--- src/rtl/core/tmon_pkg.sv ---
// Shared constants and types for the three-channel thermal monitor.
package tmon_pkg;

  localparam int          NUM_CH         = 3;
  localparam int          WINDOW_LEN_DEF = 8;
  localparam int          SAMPLE_W       = 8;
  localparam int          CH_W           = 2;
  localparam int          OUT_TDATA_W    = 24;

  localparam logic [CH_W-1:0] CH_FIRST = 2'd0;
  localparam logic [CH_W-1:0] CH_LAST  = 2'd2;

  localparam logic [7:0]  CRIT_RST = 8'd43;
  localparam logic [7:0]  HIGH_RST = 8'd62;
  localparam logic [7:0]  HOT_RST  = 8'hFF;

  // APB register map
  localparam int          PADDR_W        = 3;
  localparam logic [PADDR_W-1:0] ADDR_CRIT = 3'h0;
  localparam logic [PADDR_W-1:0] ADDR_HIGH = 3'h4;

  typedef enum logic [1:0] {
    ALARM_NORMAL = 2'd0,
    ALARM_HIGH   = 2'd1,
    ALARM_CRIT   = 2'd2
  } alarm_e;

endpackage

--- src/rtl/core/three_channel_thermal_monitor.sv ---
// Three-channel thermal monitor: per-channel moving average, hottest tracking, alarm.
//
// Path from an accepted input transaction to its result on m_axis: window memory
//   read, then sum/average/alarm into the output register.
// Throughput: one transaction per cycle unless m_axis back-pressure stalls; the window
//   memory takes one read and one write per cycle, and the running sums avoid re-adding the window.
// Reset: rst_ni clears control state, sums, positions and the entry valid bits
//   at once; hottest resets to 255, levels to 43/62. No clearing pass.
module three_channel_thermal_monitor #(
  parameter int WINDOW_LEN = tmon_pkg::WINDOW_LEN_DEF  // 2..64 samples per channel
) (
  input  logic                               clk_i,
  input  logic                               rst_ni,
  // input stream, tdata: [7:0] sample
  input  logic                               s_axis_tvalid,
  output logic                               s_axis_tready,
  input  logic [7:0]                         s_axis_tdata,
  // result stream, tdata: [1:0] sampled_channel, [9:2] averaged_reading,
  // [17:10] hottest_reading, [19:18] alarm_level, [21:20] next_channel, [23:22] zero
  output logic                               m_axis_tvalid,
  input  logic                               m_axis_tready,
  output logic [tmon_pkg::OUT_TDATA_W-1:0]   m_axis_tdata,
  // configuration
  input  logic                               psel,
  input  logic                               penable,
  input  logic                               pwrite,
  input  logic [tmon_pkg::PADDR_W-1:0]       paddr,
  input  logic [31:0]                        pwdata,
  output logic [31:0]                        prdata,
  output logic                               pready
);
  import tmon_pkg::*;

  // Window memory holds NUM_CH rows of WINDOW_LEN samples.
  localparam int DEPTH   = NUM_CH * WINDOW_LEN;
  localparam int AW      = $clog2(DEPTH);
  localparam int PW      = $clog2(WINDOW_LEN);
  localparam int SUM_W   = SAMPLE_W + $clog2(WINDOW_LEN);
  // Exact divide by WINDOW_LEN: multiply by ceil(2^DIV_SH / WINDOW_LEN), shift.
  localparam int DIV_SH  = SUM_W + $clog2(WINDOW_LEN);
  localparam int DIV_MUL = ((1 << DIV_SH) + WINDOW_LEN - 1) / WINDOW_LEN;
  localparam int PROD_W  = SUM_W + DIV_SH + 1;

  // ---------------- configuration registers ----------------
  logic [7:0] crit_q, high_q;
  logic       cfg_wr;

  assign pready = 1'b1;
  assign cfg_wr = psel & penable & pwrite & pready;

  always_ff @(posedge clk_i or negedge rst_ni) begin
    if (!rst_ni) begin
      crit_q <= CRIT_RST;
      high_q <= HIGH_RST;
    end else if (cfg_wr) begin
      if (paddr == ADDR_CRIT) crit_q <= pwdata[7:0];
      if (paddr == ADDR_HIGH) high_q <= pwdata[7:0];
    end
  end

  always_comb begin
    prdata = '0;
    if (paddr == ADDR_CRIT) prdata = {24'd0, crit_q};
    if (paddr == ADDR_HIGH) prdata = {24'd0, high_q};
  end

  // ---------------- handshake ----------------
  logic s1_valid_q;
  logic s1_adv;
  logic in_acc;
  logic out_valid_q;

  assign s1_adv        = s1_valid_q & (~out_valid_q | m_axis_tready);
  assign s_axis_tready = ~s1_valid_q | s1_adv;
  assign in_acc        = s_axis_tvalid & s_axis_tready;

  // ---------------- stage 0: slot select, memory read-before-write ----------------
  logic [CH_W-1:0] ch_q;
  logic [PW-1:0]   pos_q [NUM_CH];
  logic [AW-1:0]   slot;
  logic [7:0]      mem [DEPTH];
  logic [7:0]      old_rd_q;
  logic [DEPTH-1:0] ent_vld_q;
  logic            old_vld_q;
  logic [CH_W-1:0] s1_ch_q;
  logic [7:0]      s1_smp_q;

  assign slot = AW'(ch_q) * AW'(WINDOW_LEN) + AW'(pos_q[ch_q]);

  // The read returns the entry's old contents; the write lands in the same edge.
  always_ff @(posedge clk_i) begin
    if (in_acc) begin
      old_rd_q  <= mem[slot];
      mem[slot] <= s_axis_tdata;
      s1_smp_q  <= s_axis_tdata;
      s1_ch_q   <= ch_q;
    end
  end

  always_ff @(posedge clk_i or negedge rst_ni) begin
    if (!rst_ni) begin
      ch_q       <= CH_FIRST;
      ent_vld_q  <= '0;
      old_vld_q  <= 1'b0;
      s1_valid_q <= 1'b0;
      for (int i = 0; i < NUM_CH; i++) pos_q[i] <= '0;
    end else begin
      if (in_acc) begin
        old_vld_q       <= ent_vld_q[slot];
        ent_vld_q[slot] <= 1'b1;
        ch_q            <= (ch_q == CH_LAST) ? CH_FIRST : ch_q + 2'd1;
        pos_q[ch_q]     <= (pos_q[ch_q] == PW'(WINDOW_LEN - 1)) ? '0 : pos_q[ch_q] + PW'(1);
      end
      if (in_acc)      s1_valid_q <= 1'b1;
      else if (s1_adv) s1_valid_q <= 1'b0;
    end
  end

  // ---------------- stage 1: running sum, average, hottest, alarm ----------------
  // Same-channel items are three transactions apart and commit in order,
  // so the sum read here is always up to date.
  logic [SUM_W-1:0]  sum_q [NUM_CH];
  logic [SUM_W-1:0]  sum_new;
  logic [7:0]        old_smp;
  logic [PROD_W-1:0] prod;
  logic [7:0]        avg;
  logic [7:0]        hot_q, hot_new;
  alarm_e            alarm;
  logic [CH_W-1:0]   next_ch;
  logic [OUT_TDATA_W-1:0] out_data_q;

  assign old_smp = old_vld_q ? old_rd_q : 8'd0;
  assign sum_new = sum_q[s1_ch_q] - SUM_W'(old_smp) + SUM_W'(s1_smp_q);
  assign prod    = PROD_W'(sum_new) * PROD_W'(DIV_MUL);
  assign avg     = prod[DIV_SH +: 8];

  // Channel 2 closes the round and restarts the minimum.
  assign hot_new = (s1_ch_q == CH_LAST) ? avg : ((avg < hot_q) ? avg : hot_q);
  assign next_ch = (s1_ch_q == CH_LAST) ? CH_FIRST : s1_ch_q + 2'd1;

  always_comb begin
    priority if (hot_new < crit_q) alarm = ALARM_CRIT;
    else if (hot_new < high_q)     alarm = ALARM_HIGH;
    else                           alarm = ALARM_NORMAL;
  end

  always_ff @(posedge clk_i or negedge rst_ni) begin
    if (!rst_ni) begin
      hot_q       <= HOT_RST;
      out_valid_q <= 1'b0;
      for (int i = 0; i < NUM_CH; i++) sum_q[i] <= '0;
    end else begin
      if (s1_adv) begin
        sum_q[s1_ch_q] <= sum_new;
        hot_q          <= hot_new;
      end
      if (s1_adv)             out_valid_q <= 1'b1;
      else if (m_axis_tready) out_valid_q <= 1'b0;
    end
  end

  always_ff @(posedge clk_i) begin
    if (s1_adv) out_data_q <= {2'b00, next_ch, alarm, hot_new, avg, s1_ch_q};
  end

  assign m_axis_tvalid = out_valid_q;
  assign m_axis_tdata  = out_data_q;

endmodule

--- config.mk ---
export PLATFORM = sky130hd
export DESIGN_NAME = three_channel_thermal_monitor
export DESIGN_NICKNAME = d
export VERILOG_FILES = /design/src/rtl/core/tmon_pkg.sv /design/src/rtl/core/three_channel_thermal_monitor.sv
export SDC_FILE = /design/constraint.sdc
export NUM_CORES = 1
export LEC_CHECK = 0
export BUFFER_PORTS_ARGS = -buffer_cell sky130_fd_sc_hd__buf_2
export CAP_MARGIN = 20
export CORE_ASPECT_RATIO = 0.6
export CORE_MARGIN = 5
export CORE_UTILIZATION = 60
export CTS_CLUSTER_DIAMETER = 80
export DETAILED_ROUTE_END_ITERATION = 10
export GPL_TIMING_DRIVEN = 0
export PLACE_DENSITY = 0.83
export SYNTH_ARGS = -nofsm -noshare
export SYNTH_HDL_FRONTEND = slang
export SYNTH_SLANG_ARGS = --single-unit
--- constraint.sdc ---
create_clock -name clk_i -period 13 [get_ports clk_i]
set_input_delay 0 -clock clk_i [delete_from_list [all_inputs] [get_ports clk_i]]
set_output_delay 0 -clock clk_i [all_outputs]
set_load 0.01 [all_outputs]
==> impl_metrics.tcl <==
set metrics [dict create \
    status "completed" \
    max_freq_mhz 126 \
    finClkSkew_ns 0.0200 \
    vias_per_cell 5.95 \
    async_reset_ff_share_pct 29.1 \
    synth_top_area_cell "edfxtp_1" \
    cts_root_buf "clkbuf_16" \
    cp-start-kind "register" \
    setup_tns_ns 0 \
    critPathCaptureType "register" \
    synth_edf_count 232 \
    yosys-top-cells-area "edfxtp_1, dfrtp_1, mux2i_1" \
    critPathArrivalTime_ns 8.27 \
    drc 0 \
    clock_latency_ns 0.57 \
    drv_slew 0 \
    ys_ff_latch 327 \
    hold_path_class "input pin to register" \
    worstSetupPathType "register to register" \
    regToRegStartpoint "s1_ch_q[1]" \
    die_h_um 132 \
    synth_top_area_share_pct 46.6 \
    hold_violations 0 \
    antenna_found_initial 0 \
    yosysMostFrequentCell "edfxtp_1" \
    drt_wl_total_mm 35.0 \
    die-area_um2 28300 \
    maxCapViolCount 0 \
    post_synth.cell_area_avg_um2 13.5 \
    endpoint "m_axis_tdata[18]" \
    grt_pass1_wl_mm 53.7 \
    ant_nets 0 \
    gp_congestion 0.947 \
    timing.max_slew.rel_slack_pct 33.1 \
    regArea_um2 9370 \
    layout.nets 1342 \
    routedWlPerCell_um 22.0 \
    final.period_utilization_pct 61.2 \
    drt_iter0_drc 990 \
    die_w_um 214 \
    dp_hpwl_mm 24.6 \
    min_period_ns 7.95 \
    firstDrtPassIters 5 \
    yosys.area_share.adder_pct 4.33 \
    synthMuxAreaShare_pct 12.6 \
    ios 109 \
    n_antenna_cell 0 \
    cp_data_required_time_ns 13.32 \
    critPathLaunch "s1_ch_q[1]" \
    fill_cells 1647 \
    grt_max_degree 71 \
    yosys-top-cells-count "edfxtp_1, nand2_1, mux2i_1" \
    synthCells 1108 \
    port_buffers 56 \
    clk_pin_slew_ns 0.07 \
    r2r_end "m_axis_tdata[18]" \
    synth_top_family_by_area "multiplexers" \
    cts-resized-gates 0 \
    post-route-util_pct 69.7 \
    synth_area_um2 15000 \
    hp-start "pwdata[6]" \
    vias 9464 \
    whs_ns 0.216 \
    synth_flop_cell "edfxtp_1" \
    initial_core_util_pct 61.5 \
    core.rowCount 44 \
    cts_max_level 1 \
    cts_tree "yes" \
    tightest_slew_ns 0.999 \
    area_delta_synth_final_pct 13.5 \
    grt_pass1_vias 9176 \
    multi_input_area_um2 5020 \
    rsz0062_at_grt "no" \
    cts_sinks 327 \
    clock_path_buffers 3 \
    ys_seq_area_share_pct 62.6 \
    globalRouteOverflowTotal 0 \
    synth_cell_types 67 \
    setup_ws_ns 5.05 \
    numCtsBuffers 29 \
    place_ws_ns 5.14 \
    synth_simple_gate_area_share_pct 9.63 \
    setup_viol_count_final 0 \
    synth_compound_area_share_pct 5.76 \
    r2r_slack_ns 5.05 \
    grtUsageTotal_pct 24.6 \
    core_um2 24300 \
    ff2ff_path_depth 26 \
    synthXorXnorAreaFrac_pct 0.586 \
    ys_warn_count 0 \
    drive_above_1_share_pct 21.3 \
    path_max_fanout 10 \
]
cells in the final DEF (no fill, tap or decap), types with 6 or more instances in the layout:
cell type      netlist  final
buf_1                6      6
nand3_1             14     14
fa_1                 8      8
conb_1               2     27
nor2_1              61     61
a211oi_1             8      8
dfrtp_1             78     78
edfxtp_1           232    232
mux2i_1            100    100
a22oi_1              6      6
mux2_2              64     64
clkinv_2             0      7
nand4_1              8      8
clkbuf_1            24     30
dfstp_2             17     17
o21ai_0             22     22
o21a_1               8      8
nand2b_1            10     10
buf_2                6     62
nand2_1            101    101
and2_1              10     10
clkbuf_16            0     29
ha_1                39     39
xnor2_1              8      8
a211o_1             10     10
o22ai_1              6      6
and3_1              17     17
nand3b_1             9      9
or2_2               28     28
nor2b_1             10     10
dlygate4sd3_1        0     21
buf_4               30     31
a21oi_1             31     31
inv_1               58     58
critical path: stages (launching register included):
cell,delay [ns]
edfxtp_1,0.55
buf_1,0.64
mux2i_1,0.29
nor2_1,0.06
a21oi_1,0.21
fa_1,0.50
inv_1,0.09
ha_1,0.23
a21oi_1,0.40
o21ai_0,0.23
or2_2,0.35
o21a_1,0.20
o311ai_1,0.57
buf_2,0.30
ha_1,0.16
nand2_1,0.06
o21ai_0,0.34
o21bai_1,0.16
nor2_1,0.56
nor2_1,0.09
a21oi_1,0.35
ha_1,0.33
a21o_1,0.16
a211o_1,0.31
o22a_1,0.24
o21a_1,0.21
o311a_1,0.12
worst min-delay path by stage:
stage	endpoint	depth (start not counted)
global route	high_q[6]	3
detailed placement	sum_q[8]	1
finish	high_q[6]	3
global placement	s1_valid_q	2
CTS	high_q[6]	3
floorplan	ch_q[0]	0
per-stage QoR:
step	instances	cell area, um^2
floorplan	1133	15000
global placement	1511	15700
detailed placement	1514	15800
CTS	1590	17000
global route	1590	17000
finish	1590	17000
state kept, by name, summed over array words and instances, names as in the netlist, 2 cells and up:
signal and cells:
ch_q 2, pos_q 9, old_rd_q 8, m_axis_tdata 22, crit_q 8, s1_ch_q 2
hot_q 8, ent_vld_q 24, high_q 8, s1_smp_q 8, mem 192, sum_q 33
cell families (layout without fill, tap and decap cells):
| family | Yosys count | in the layout |
|---|---|---|
| and+or+nand+nor | 292 | 292 |
| DFF | 327 | 327 |
| buffers and inverters | 131 | 266 |
| adders and majority gates | 47 | 47 |
| other | 2 | 27 |
| muxes | 172 | 172 |
| xor gates and xnor gates | 10 | 10 |
| AOI/OAI and AO/OA | 127 | 127 |
layer usage:
| metal | vias up | wire length (um) | global-route usage, % |
|---|---|---|---|
| li1 | 4244 | - | - |
| met1 | 4723 | 15800 | 39.1 |
| met2 | 439 | 14800 | 34.0 |
| met3 | 58 | 3840 | 7.59 |
| met4 | 0 | 587 | 4.41 |
| met5 | - | 0 | 0 |
cell type report:
class / count / area share (%)
Inverter: 60 / 1.34
Buffer: 71 / 2.54
Clock inverter: 18 / 1.14
Clock buffer: 36 / 4.49
Tap cell: 322 / 2.37
Timing Repair Buffer: 81 / 3.30
Sequential cell: 327 / 55.2
Multi-Input combinational cell: 675 / 29.6
what timing repair did:
action,4_1_cts,5_1_grt
endpoints found under the hold margin,299,0
setup buffers,0,0
hold buffers,22,0
Power is not shown: default switching activity piles up to over one toggle a cycle in this logic, so the estimate is an artifact.
